File: src/sv/jsu_pkg.sv
// Shared types, character constants and byte-building functions for the
// JSON string unescaper. No dependencies.
package jsu_pkg;

  localparam int unsigned MaxOut = 5;
  localparam int unsigned CntW   = 3;
  localparam int unsigned HeldN  = 3;

  localparam logic [7:0] ChBslash = 8'h5C;
  localparam logic [7:0] ChQuote  = 8'h22;
  localparam logic [7:0] ChSlash  = 8'h2F;
  localparam logic [7:0] ChLowU   = 8'h75;
  localparam logic [7:0] ChLowB   = 8'h62;
  localparam logic [7:0] ChLowF   = 8'h66;
  localparam logic [7:0] ChLowN   = 8'h6E;
  localparam logic [7:0] ChLowR   = 8'h72;
  localparam logic [7:0] ChLowT   = 8'h74;
  localparam logic [7:0] CtlBs    = 8'h08;
  localparam logic [7:0] CtlFf    = 8'h0C;
  localparam logic [7:0] CtlLf    = 8'h0A;
  localparam logic [7:0] CtlCr    = 8'h0D;
  localparam logic [7:0] CtlTab   = 8'h09;

  localparam logic [15:0] Max1Byte = 16'h007F;
  localparam logic [15:0] Max2Byte = 16'h07FF;
  localparam logic [7:0]  Lead2    = 8'hC0;
  localparam logic [7:0]  Lead3    = 8'hE0;
  localparam logic [7:0]  ContMark = 8'h80;
  localparam logic [5:0]  ContMask = 6'h3F;

  typedef enum logic [1:0] {
    MODE_PLAIN = 2'd0,
    MODE_ESC   = 2'd1,
    MODE_HEX   = 2'd2
  } mode_e;

  // Result bytes caused by one input item.
  typedef struct packed {
    logic [MaxOut-1:0][7:0] data;
    logic [CntW-1:0]        cnt;
  } obuf_t;

  // One queue entry: the bytes plus the end-of-string mark.
  typedef struct packed {
    obuf_t bytes;
    logic  str_end;
  } cmd_t;

  function automatic obuf_t put_byte(obuf_t o, logic [7:0] b);
    obuf_t r;
    r = o;
    if (o.cnt < CntW'(MaxOut)) begin
      r.data[o.cnt] = b;
      r.cnt = o.cnt + CntW'(1);
    end
    return r;
  endfunction

  function automatic logic [3:0] hex_value(logic [7:0] b);
    logic [3:0] v;
    v = 4'd0;
    if (b >= 8'h30 && b <= 8'h39) v = b[3:0];
    else if ((b >= 8'h41 && b <= 8'h46) || (b >= 8'h61 && b <= 8'h66)) v = 4'(b[3:0] + 4'd9);
    return v;
  endfunction

  function automatic obuf_t put_escaped(obuf_t o, logic [7:0] b);
    obuf_t r;
    r = o;
    unique case (b)
      ChQuote:  r = put_byte(o, ChQuote);
      ChBslash: r = put_byte(o, ChBslash);
      ChSlash:  r = put_byte(o, ChSlash);
      ChLowB:   r = put_byte(o, CtlBs);
      ChLowF:   r = put_byte(o, CtlFf);
      ChLowN:   r = put_byte(o, CtlLf);
      ChLowR:   r = put_byte(o, CtlCr);
      ChLowT:   r = put_byte(o, CtlTab);
      default:  r = put_byte(put_byte(o, ChBslash), b);
    endcase
    return r;
  endfunction

  function automatic obuf_t put_utf8(obuf_t o, logic [15:0] code);
    obuf_t r;
    if (code <= Max1Byte) begin
      r = put_byte(o, code[7:0]);
    end else if (code <= Max2Byte) begin
      r = put_byte(o, Lead2 | {3'b000, code[10:6]});
      r = put_byte(r, ContMark | {2'b00, code[5:0] & ContMask});
    end else begin
      r = put_byte(o, Lead3 | {4'b0000, code[15:12]});
      r = put_byte(r, ContMark | {2'b00, code[11:6] & ContMask});
      r = put_byte(r, ContMark | {2'b00, code[5:0] & ContMask});
    end
    return r;
  endfunction

endpackage

File: src/sv/jsu_front.sv
// Front end: accepts raw bytes, tracks escape state and builds the result
// bytes of each item. Depends on jsu_pkg.
module jsu_front (
  input  logic          clk_i,
  input  logic          rst_ni,
  input  logic          in_valid_i,
  input  logic [7:0]    in_byte_i,
  input  logic          in_last_i,
  output logic          in_ready_o,
  input  logic          q_ready_i,
  output logic          q_push_o,
  output jsu_pkg::cmd_t q_cmd_o
);
  import jsu_pkg::*;

  mode_e       mode_q, mode_d;
  logic [1:0]  dc_q, dc_d;
  logic [15:0] acc_q, acc_d;
  logic [7:0]  held_q [HeldN];
  logic        held_we;
  logic [15:0] acc_n;
  logic [7:0]  seq [HeldN];
  logic [2:0]  seq_n;
  logic        esc;
  obuf_t       ob;
  logic        accept;

  assign in_ready_o = q_ready_i;
  assign accept     = in_valid_i & q_ready_i;
  assign acc_n      = {acc_q[11:0], hex_value(in_byte_i)};

  always_comb begin
    ob      = '0;
    mode_d  = mode_q;
    dc_d    = dc_q;
    acc_d   = acc_q;
    held_we = 1'b0;
    esc     = 1'b0;
    seq_n   = {1'b0, dc_q} + 3'd1;
    for (int i = 0; i < HeldN; i++) begin
      seq[i] = (2'(i) < dc_q) ? held_q[i] : in_byte_i;
    end
    unique case (mode_q)
      MODE_ESC: begin
        if (in_byte_i == ChLowU) begin
          if (in_last_i) begin
            ob = put_byte(put_byte(ob, ChBslash), ChLowU);
          end else begin
            mode_d = MODE_HEX;
            dc_d   = 2'd0;
            acc_d  = '0;
          end
        end else begin
          ob     = put_escaped(ob, in_byte_i);
          mode_d = MODE_PLAIN;
        end
      end
      MODE_HEX: begin
        if (dc_q == 2'd3) begin
          ob     = put_utf8(ob, acc_n);
          mode_d = MODE_PLAIN;
          dc_d   = 2'd0;
          acc_d  = '0;
        end else if (in_last_i) begin
          ob = put_byte(put_byte(ob, ChBslash), ChLowU);
          // replay held digits and the final byte; a \u here cannot complete
          for (int i = 0; i < HeldN; i++) begin
            if (3'(i) < seq_n) begin
              if (esc) begin
                if (seq[i] == ChLowU) ob = put_byte(put_byte(ob, ChBslash), ChLowU);
                else ob = put_escaped(ob, seq[i]);
                esc = 1'b0;
              end else if (seq[i] == ChBslash) begin
                esc = 1'b1;
              end else begin
                ob = put_byte(ob, seq[i]);
              end
            end
          end
          if (esc) ob = put_byte(ob, ChBslash);
        end else begin
          held_we = 1'b1;
          dc_d    = dc_q + 2'd1;
          acc_d   = acc_n;
        end
      end
      default: begin
        if (in_byte_i == ChBslash) begin
          if (in_last_i) ob = put_byte(ob, ChBslash);
          else mode_d = MODE_ESC;
        end else begin
          ob     = put_byte(ob, in_byte_i);
          mode_d = MODE_PLAIN;
        end
      end
    endcase
    if (in_last_i) begin
      mode_d = MODE_PLAIN;
      dc_d   = 2'd0;
      acc_d  = '0;
    end
  end

  assign q_push_o        = accept & (ob.cnt != '0);
  assign q_cmd_o.bytes   = ob;
  assign q_cmd_o.str_end = in_last_i;

  always_ff @(posedge clk_i or negedge rst_ni) begin
    if (!rst_ni) begin
      mode_q <= MODE_PLAIN;
      dc_q   <= 2'd0;
      acc_q  <= '0;
    end else if (accept) begin
      mode_q <= mode_d;
      dc_q   <= dc_d;
      acc_q  <= acc_d;
    end
  end

  always_ff @(posedge clk_i) begin
    if (accept && held_we) held_q[dc_q] <= in_byte_i;
  end

endmodule

File: src/sv/jsu_fifo.sv
// Two-entry queue of result commands between front and back end.
// Depends on jsu_pkg.
module jsu_fifo (
  input  logic          clk_i,
  input  logic          rst_ni,
  input  logic          push_i,
  input  jsu_pkg::cmd_t push_cmd_i,
  output logic          ready_o,
  input  logic          pop_i,
  output logic          valid_o,
  output jsu_pkg::cmd_t head_o
);
  import jsu_pkg::*;

  cmd_t       mem_q [2];
  logic       wr_q, wr_d, rd_q, rd_d;
  logic [1:0] cnt_q, cnt_d;

  assign ready_o = (cnt_q != 2'd2);
  assign valid_o = (cnt_q != 2'd0);
  assign head_o  = mem_q[rd_q];

  always_comb begin
    wr_d  = wr_q;
    rd_d  = rd_q;
    cnt_d = cnt_q;
    if (push_i) begin
      wr_d  = ~wr_q;
      cnt_d = cnt_d + 2'd1;
    end
    if (pop_i) begin
      rd_d  = ~rd_q;
      cnt_d = cnt_d - 2'd1;
    end
  end

  always_ff @(posedge clk_i or negedge rst_ni) begin
    if (!rst_ni) begin
      wr_q  <= 1'b0;
      rd_q  <= 1'b0;
      cnt_q <= 2'd0;
    end else begin
      wr_q  <= wr_d;
      rd_q  <= rd_d;
      cnt_q <= cnt_d;
    end
  end

  always_ff @(posedge clk_i) begin
    if (push_i) mem_q[wr_q] <= push_cmd_i;
  end

endmodule

File: src/sv/jsu_back.sv
// Back end: takes one command from the queue and sends its bytes one per
// cycle on the output stream while out_ready_i is high. Depends on jsu_pkg.
module jsu_back (
  input  logic          clk_i,
  input  logic          rst_ni,
  input  logic          q_valid_i,
  input  jsu_pkg::cmd_t q_head_i,
  output logic          q_pop_o,
  output logic          out_valid_o,
  input  logic          out_ready_i,
  output logic [7:0]    out_byte_o,
  output logic          out_item_last_o,
  output logic          out_str_end_o
);
  import jsu_pkg::*;

  cmd_t            cur_q;
  logic            cur_valid_q, cur_valid_d;
  logic [CntW-1:0] idx_q, idx_d;
  logic            item_last;
  logic            fire;

  assign item_last       = (idx_q == cur_q.bytes.cnt - CntW'(1));
  assign fire            = cur_valid_q & out_ready_i;
  assign q_pop_o         = q_valid_i & (~cur_valid_q | (fire & item_last));
  assign out_valid_o     = cur_valid_q;
  assign out_byte_o      = cur_q.bytes.data[idx_q];
  assign out_item_last_o = item_last;
  assign out_str_end_o   = item_last & cur_q.str_end;

  always_comb begin
    cur_valid_d = cur_valid_q;
    idx_d       = idx_q;
    if (fire) begin
      if (item_last) cur_valid_d = 1'b0;
      else idx_d = idx_q + CntW'(1);
    end
    // load the next command as the current one drains
    if (q_pop_o) begin
      cur_valid_d = 1'b1;
      idx_d       = '0;
    end
  end

  always_ff @(posedge clk_i or negedge rst_ni) begin
    if (!rst_ni) begin
      cur_valid_q <= 1'b0;
      idx_q       <= '0;
    end else begin
      cur_valid_q <= cur_valid_d;
      idx_q       <= idx_d;
    end
  end

  always_ff @(posedge clk_i) begin
    if (q_pop_o) cur_q <= q_head_i;
  end

endmodule

File: src/sv/json_string_unescaper_core.sv
// JSON string unescaper top level: front end, command queue and back end.
// Depends on jsu_pkg, jsu_front, jsu_fifo and jsu_back.
//
// Input stream: one raw byte of an escaped JSON string per item, tlast on
// the final byte. Output stream: unescaped UTF-8 bytes; tuser marks the last
// byte caused by an input item, tlast the last byte of the string.
// An input item yields 0 to 5 output bytes (\u codes give 1 to 3, a cut-off
// \u at the end of a string replays its digits).
// The first byte of an item is written into the command queue on accept,
// then loaded into the back end's current-command register and presented.
// Throughput: while tready is high, the back end sends one output byte per
// cycle, input items are taken one per cycle while the two-entry command
// queue has room, and input only stalls while multi-byte expansions drain.
// Items that produce no bytes never enter the queue.
// Reset clears the decode state and empties the queue; held \u digits need
// no reset. When the receiver drops tready the current byte holds and the
// queue fills, then the input side stalls.
module json_string_unescaper_core (
  input  logic       clk_i,
  input  logic       rst_ni,
  input  logic       s_axis_tvalid_i,
  output logic       s_axis_tready_o,
  input  logic [7:0] s_axis_tdata_i,   // [7:0] in_byte
  input  logic       s_axis_tlast_i,
  output logic       m_axis_tvalid_o,
  input  logic       m_axis_tready_i,
  output logic [7:0] m_axis_tdata_o,   // [7:0] out_byte
  output logic       m_axis_tuser_o,   // [0] out_last_of_item
  output logic       m_axis_tlast_o
);
  import jsu_pkg::*;

  logic q_ready;
  logic q_push;
  cmd_t q_in;
  logic q_pop;
  logic q_valid;
  cmd_t q_head;

  jsu_front u_front (
    .clk_i      (clk_i),
    .rst_ni     (rst_ni),
    .in_valid_i (s_axis_tvalid_i),
    .in_byte_i  (s_axis_tdata_i),
    .in_last_i  (s_axis_tlast_i),
    .in_ready_o (s_axis_tready_o),
    .q_ready_i  (q_ready),
    .q_push_o   (q_push),
    .q_cmd_o    (q_in)
  );

  jsu_fifo u_fifo (
    .clk_i      (clk_i),
    .rst_ni     (rst_ni),
    .push_i     (q_push),
    .push_cmd_i (q_in),
    .ready_o    (q_ready),
    .pop_i      (q_pop),
    .valid_o    (q_valid),
    .head_o     (q_head)
  );

  jsu_back u_back (
    .clk_i           (clk_i),
    .rst_ni          (rst_ni),
    .q_valid_i       (q_valid),
    .q_head_i        (q_head),
    .q_pop_o         (q_pop),
    .out_valid_o     (m_axis_tvalid_o),
    .out_ready_i     (m_axis_tready_i),
    .out_byte_o      (m_axis_tdata_o),
    .out_item_last_o (m_axis_tuser_o),
    .out_str_end_o   (m_axis_tlast_o)
  );

endmodule

File: config.mk
export PLATFORM = sky130hd
export DESIGN_NAME = json_string_unescaper_core
export DESIGN_NICKNAME = d
export VERILOG_FILES = /design/src/sv/jsu_pkg.sv /design/src/sv/jsu_front.sv /design/src/sv/jsu_fifo.sv /design/src/sv/jsu_back.sv /design/src/sv/json_string_unescaper_core.sv
export SDC_FILE = /design/constraint.sdc
export NUM_CORES = 1
export LEC_CHECK = 0
export ABC_AREA = 1
export BUFFER_PORTS_ARGS = -buffer_cell sky130_fd_sc_hd__buf_2
export CAP_MARGIN = 20
export CORE_MARGIN = 2
export CORE_UTILIZATION = 58
export DETAILED_ROUTE_END_ITERATION = 7
export GPL_TIMING_DRIVEN = 0
export MAX_ROUTING_LAYER = met4
export PLACE_DENSITY_LB_ADDON = 0.1
export SETUP_SLACK_MARGIN = 0.5
export SYNTH_ARGS = -nofsm -noshare
export SYNTH_HDL_FRONTEND = slang
export SYNTH_SLANG_ARGS = --single-unit
File: constraint.sdc
create_clock -name clk_i -period 6.45 [get_ports clk_i]
set_input_delay 1.935 -clock clk_i [delete_from_list [all_inputs] [get_ports clk_i]]
set_output_delay 1.935 -clock clk_i [all_outputs]
set_load 0.05 [all_outputs]
# [Word level (Yosys, flattened, before mapping)]
# Memory sizes are Yosys's and may differ from the RTL's. A register that Yosys moved wholly into a read port is not among the register bits.
# Cells that the tools add are included.
[classes] order_cmp=57 n_bitwise=73 n_eq_ne=36 n_reduce_logical=31 n_mux=200 add_sub_neg=21
[ops] operator="two-way mux 43 bit" n=89
[ops] operator="one-hot mux 43 bit (8 select lines)" n=3
[ops] operator="bitwise mux 40 bit" n=9
[ops] operator="demux 8 bit (select 3 bit)" n=14
[ops] operator="AND 30 bit" n=8
[ops] operator="NOT 30 bit" n=8
[ops] operator="two-way mux 11 bit" n=17
[ops] operator="== test 8 x 7 -> 1 bit, second input constant" n=22
[ops] operator="two-way mux 8 bit" n=18
[ops] operator="bitwise OR 25 bit" n=4
[ops] operator="NOT 15 bit" n=6
[ops] operator="one-hot mux 43 bit (2 select lines)" n=1
[ops] operator="bitwise OR 10 bit" n=8
[ops] operator="AND 35 bit" n=2
[ops] operator="NOT 35 bit" n=2
[ops] operator="AND 15 bit" n=4
[ops] operator="AND 20 bit" n=3
[ops] operator="< comparator 3 x 4 -> 1 bit, second input constant" n=15
[ops] operator="NOT 20 bit" n=3
[ops] operator="bitwise OR 20 bit" n=3
[ops] operator="AND 25 bit" n=2
[ops] operator="NOT 25 bit" n=2
[ops] operator="bitwise OR 5 x 25 -> 25 bit" n=2
[ops] operator="== test 8 x 6 -> 1 bit, second input constant" n=6
[ops] operator="other kinds (45)" n=167
[word_totals] mem_bits_rw=112 wordCells=428 output_inout_bits=12 reg_bits=24 n_memories=2 in_bits=13
[mem_list] memory="u_fifo.mem_q" depth=2 word_bits=44 read_ports=1 rd_clocked_by_memory_dff=1 wr=1 line="jsu_fifo.sv:15" source="cmd_t mem_q [2];"
[mem_list] memory="u_front.held_q" depth=3 word_bits=8 read_ports=3 rd_clocked_by_memory_dff=0 wr=1 line="jsu_front.sv:19" source="logic [7:0] held_q [HeldN];"

# [Depth between registers and ports, before layout]
[logic_depth] word_depth=94 depth_mapped=44 mapped_depth_nobuf=40

# [Cells and area by module]
# Synthesis repeated with hierarchy kept, for this count alone.
[unflattened] hier_cells=1392 area_unflattened_um2=11994.0
[modules_own_cells] mod="jsu_front" cells_each=1058 area_each_um2=6366.1 instances=1
[modules_own_cells] mod="jsu_fifo" cells_each=168 area_each_um2=3612.2 instances=1
[modules_own_cells] mod="jsu_back" cells_each=166 area_each_um2=2015.7 instances=1

# [Worst setup path after synthesis]
# OpenSTA, ideal clock, no wires.
[synth_timing] path_type="input-to-reg" startpoint="input port s_axis_tdata_i[5]" endpoint="memory u_fifo.mem_q[1][0] (netlist name), enable pin" t_required_ns=6.003 slack_ns=-1.490 stages=24 arrival_ns=7.493 n_path_buf=2 setup_time_ns=0.447 path_cell_list="buf_2 -> inv_2 -> o21ai_1 -> nor3_4 -> a21oi_1 -> clkbuf_1 -> ha_1 -> a21oi_2 -> a21oi_4 -> ha_1 -> o21ai_0 -> nand2_1 -> ha_1 -> nand3_1 -> nand3_2 -> a21oi_4 -> inv_1 -> ha_1 -> xnor2_1 -> a21oi_1 -> a21oi_4 -> nand2_4 -> nand2_4 -> nor2_1"
[synth_lines] item="from (decl)" line="json_string_unescaper_core.sv:23" source="input logic [7:0] s_axis_tdata_i,"
[synth_lines] item="to (decl)" line="jsu_fifo.sv:15"

# [Final worst setup path]
[layout_timing] startpoint="input port s_axis_tdata_i[4]" endpoint="memory u_fifo.mem_q[0][18] (netlist name), enable pin"
[layout_via] elab_chain_cells=53
[layout_rtl] item="two-way mux 8 bit" line="jsu_front.sv:41" source="seq[i] = (2'(i) < dc_q) ? held_q[i] : in_byte_i;"
[layout_rtl] item="== test 8 x 7 -> 1 bit" line="jsu_front.sv:73" source="end else if (seq[i] == ChBslash) begin"
[layout_rtl] item="two-way mux 43 bit" line="jsu_front.sv:73"
[layout_rtl] item="two-way mux 43 bit" line="jsu_front.sv:68" source="if (3'(i) < seq_n) begin"
[layout_rtl] item="two-way mux 43 bit" line="jsu_front.sv:64" source="end else if (in_last_i) begin"
[layout_rtl] item="two-way mux 43 bit" line="jsu_front.sv:59" source="if (dc_q == 2'd3) begin"
[layout_rtl] item="two-way mux 43 bit" line="jsu_front.sv:43" source="unique case (mode_q)"
[layout_rtl] item="adder 3 x 1 -> 3 bit or < comparator 3 bit (tied branches)" line="jsu_pkg.sv:54, jsu_pkg.sv:52"
[layout_rtl] item="[... 37 more ...]"
[layout_rtl] item="two-way mux 43 bit" line="jsu_front.sv:80" source="if (esc) ob = put_byte(ob, ChBslash);"
[layout_rtl] item="two-way mux 43 bit" line="jsu_front.sv:64"
[layout_rtl] item="two-way mux 43 bit" line="jsu_front.sv:59"
[layout_rtl] item="one-hot mux 43 bit (2 select lines) *" line="jsu_front.sv:43"
[layout_rtl] item="nonzero test 3 bit *" line="jsu_front.sv:104" source="assign q_push_o = accept & (ob.cnt != '0);"
[layout_rtl] item="AND 1 bit *" line="jsu_front.sv:104"
[layout_rtl] item="two-way mux 1 bit *" line="jsu_fifo.sv:50" source="if (push_i) mem_q[wr_q] <= push_cmd_i;"
[layout_rtl] item="two-way mux 1 bit (not written as such) *" line="jsu_fifo.sv:50"
# Mark *: on every way between the ends. The rest lies on a longest branch, timed or not. The select of a mux whose other input is x is not followed.

==> qor.yml <==
status: "finished clean"
drt_iter0_drc: 1179
synth.avg_cell_area_um2: 8.84
fin_crit_ns: 5.87
peakVddDrop_mv: 0.197
drive_above_1_share_pct: 21.8
busiest_layer: "met2"
slowest_delay_ns: 0.27
gr-usage-all-layers_pct: 37.5
use_met2_pct: 59.8
hold_violations: 0
reg2reg_slack_ns: 0.92
clk_latency_ns: 0.43
clkTransAtPathRegs_ns: 0.08
grt_max_degree: 38
cp-startpoint: "s_axis_tdata_i[4]"
final_cells: 1662
syn_area_um2: 11400
n_antenna_cell: 0
setup_ws_ns: 0.578
gp_congestion: 1.10
wl_per_cell_um: 22.9
drc: 0
critPathTopFamily: "simple AND/OR/NAND/NOR gates"
area_delta_synth_final_pct: 17.1
rr_endpoint: "u_fifo.mem_q[0][18]$_DFFE_PP_"
syn-instance-count: 1294
synth_nets: 1331
placed_cells: 1586
vias: 10400
viasPerCell: 6.26
use_met1_pct: 47.8
synth_top_area_cell: "edfxtp_1"
finalSetupTns_ns: 0
synth_top_family_by_area: "simple AND/OR/NAND/NOR gates"
fin_util_pct: 69.1
hpwl_um: 27200
cp.depth: 36
yosys.cell_count.top_type: "nand2_1"
yosysSeqAreaShare_pct: 46.2
cp-start-kind: "primary input"
gr-usage-met3_pct: 5.93
die_h_um: 144
synth_common_cells: "247 x nand2_1, 156 x edfxtp_1, 124 x inv_1, 119 x o21ai_0, 86 x nor2_1"
total_power_mw: 3.90
io_pins: 25
rows: 51
cellPowerDensity_nw_per_um2: 291
final_cell_area_um2: 13400
final_antenna_net_count: 0
cp-end-kind: "register"
drv_slew: 0
synth-xor-area-share_pct: 0.536
max_freq_mhz: 170
cts.sinks: 180
dp_slack_ns: -0.879
grt_pass1_vias: 9661
gr-total-overflow: 0
cts_hold_buf: 0
maxCapViolations: 0
min_path_type: "reg2reg"
yosys_register_bits: 180
die_x_um: 144
netlist_top_cells_area: "edfxtp_1 41%, nand2_1 8.1%, dfrtp_1 5.2%"
cts_tree: "yes"
layout.nets: 1421
h-tree-depth: 4
crit_slowest_cell: "nor3_4"
setup_violations: 0
p_leak_nw: 5.26
tightestPinTransition_ns: 1.11
crit_arrival_ns: 6.02
whs_ns: 0.524
yosys_warnings: 0
firstDrtPassIters: 6
setup.worst_path.end: "u_fifo.mem_q[0][18]$_DFFE_PP_"
clockRootBuffer: "clkbuf_16"
reg2reg_from: "u_front.dc_q[1]$_DFFE_PN0P_"
r2r_cells: 40
rsz0062_at_grt: "no"
cpMostUsedCell: "nand2_4"
initial_core_util_pct: 59.0
cp_max_fo: 8
synth_compound_area_share_pct: 17.2
cts_made_buffers: 17
cts_buffer_depth: 2
synthArstFlopShare_pct: 13.3
placed_area_um2: 12100
synth_top_cell_area_share_pct: 40.9
synthAdderAreaFrac_pct: 2.62
io_buffers: 24
ys.flop_type: "edfxtp_1"
path_class: "in2reg"
totalWireLength_um: 38000
synthMuxAreaShare_pct: 4.33
cp.buffers_inverters: 9
grt_pass1_wl_um: 55800
synth_simple_gate_area_share_pct: 21.8
slew_headroom_pct: 25.2
ys_types: 66
worstPathRequired_ns: 6.60
antenna_found_initial: 0
finalClockSkew_ns: 0.0169
coreArea_um2: 19400
min_period_over_period_pct: 91.0
synth-edff-count: 156
die-area_um2: 20900
## final cells by class
cell class              count  area (um2)
clock buffers              17         425
clock inverters            15         209
flip-flops and latches    180        5290
plain buffers              49         298
fillers                  1518        6000
multi-input cells         913        5610
inverters                 152         614
well taps                 265         332
repair buffers             71         626
## routing by layer
metal | wire length (um) | part of all wire [%] | up-vias
met3 | 3490 | 9.2 | 127
met5 | 0 | 0 | -
met2 | 18100 | 48 | 622
li1 | - | - | 4743
met4 | 1770 | 4.7 | 0
met1 | 14600 | 39 | 4905
## power breakdown
group          total, mW  internal, mW  leakage, nW  switching, mW
Clock               1.10         0.543        0.304          0.552
Combinational       1.19         0.406         3.19          0.786
Sequential          1.61          1.54         1.76         0.0704
## placed cells by master, fill, tap and decap left out, types with 16 or more instances in the layout
| master | synthesis | final |
|---|---|---|
| clkbuf_16 | 0 | 20 |
| edfxtp_1 | 156 | 156 |
| ha_1 | 24 | 19 |
| buf_2 | 2 | 18 |
| mux2_2 | 44 | 44 |
| buf_4 | 4 | 42 |
| inv_2 | 18 | 16 |
| o21ai_0 | 119 | 116 |
| dfrtp_1 | 24 | 24 |
| clkbuf_1 | 31 | 30 |
| nor2_1 | 86 | 83 |
| nand2_1 | 247 | 237 |
| a21oi_1 | 82 | 80 |
| nor3_1 | 31 | 31 |
| inv_1 | 124 | 119 |
| nand3_1 | 54 | 52 |
| nand2_2 | 27 | 33 |
## kinds of logic (layout without fill, tap and decap cells)
| logic type | after synthesis | count (layout) |
|---|---|---|
| AOI/OAI and AO/OA | 322 | 322 |
| xor gates and xnor gates | 7 | 7 |
| adders and majority gates | 24 | 24 |
| buffers and inverters | 201 | 304 |
| DFF | 180 | 180 |
| muxes | 44 | 44 |
| and+or+nand+nor | 516 | 516 |
## worst min-delay path by stage
| stage | start | to | slack, ns | cells past startpoint |
|---|---|---|---|---|
| final | u_front.mode_q[1]$_DFFE_PN0P_ | u_front.mode_q[1]$_DFFE_PN0P_ | 0.52 | 2 |
| after global routing | u_fifo.mem_q[1][9]$_DFFE_PP_ | u_back.cur_q[9]$_DFFE_PP_ | 0.55 | 1 |
| after CTS | u_front.mode_q[1]$_DFFE_PN0P_ | u_front.mode_q[1]$_DFFE_PN0P_ | 0.51 | 2 |
| after detailed placement | u_front.mode_q[1]$_DFFE_PN0P_ | u_front.mode_q[1]$_DFFE_PN0P_ | 0.49 | 2 |
| after global placement | u_front.mode_q[1]$_DFFE_PN0P_ | u_front.mode_q[1]$_DFFE_PN0P_ | 0.50 | 2 |
| after floorplan | u_front.acc_q[11]$_DFFE_PN0P_ | u_front.acc_q[11]$_DFFE_PN0P_ | 0.47 | 2 |
## state kept, by name, summed over array words and instances (netlist names)
register            flops
u_front.acc_q          12
u_fifo.wr_q             1
u_front.mode_q          2
u_front.held_q         24
u_fifo.rd_q             1
u_back.out_valid_o      1
u_back.cur_q           44
u_front.dc_q            2
u_fifo.cnt_q            2
u_back.idx_q            3
u_fifo.mem_q           88
## timing repair
action	4_1_cts	5_1_grt
pin swaps	15	18
hold endpoints to repair	0	0
gates resized for setup	25	42
setup buffers	17	24
gates cloned	1	2
endpoints found under the setup margin	101	95
## worst min-delay path, cell delays in order (launching register included)
cell and delay (ns):
dfrtp_1 0.37, nand2_1 0.06, o41ai_1 0.05
Note: power is estimated with default switching activity, not from simulation.
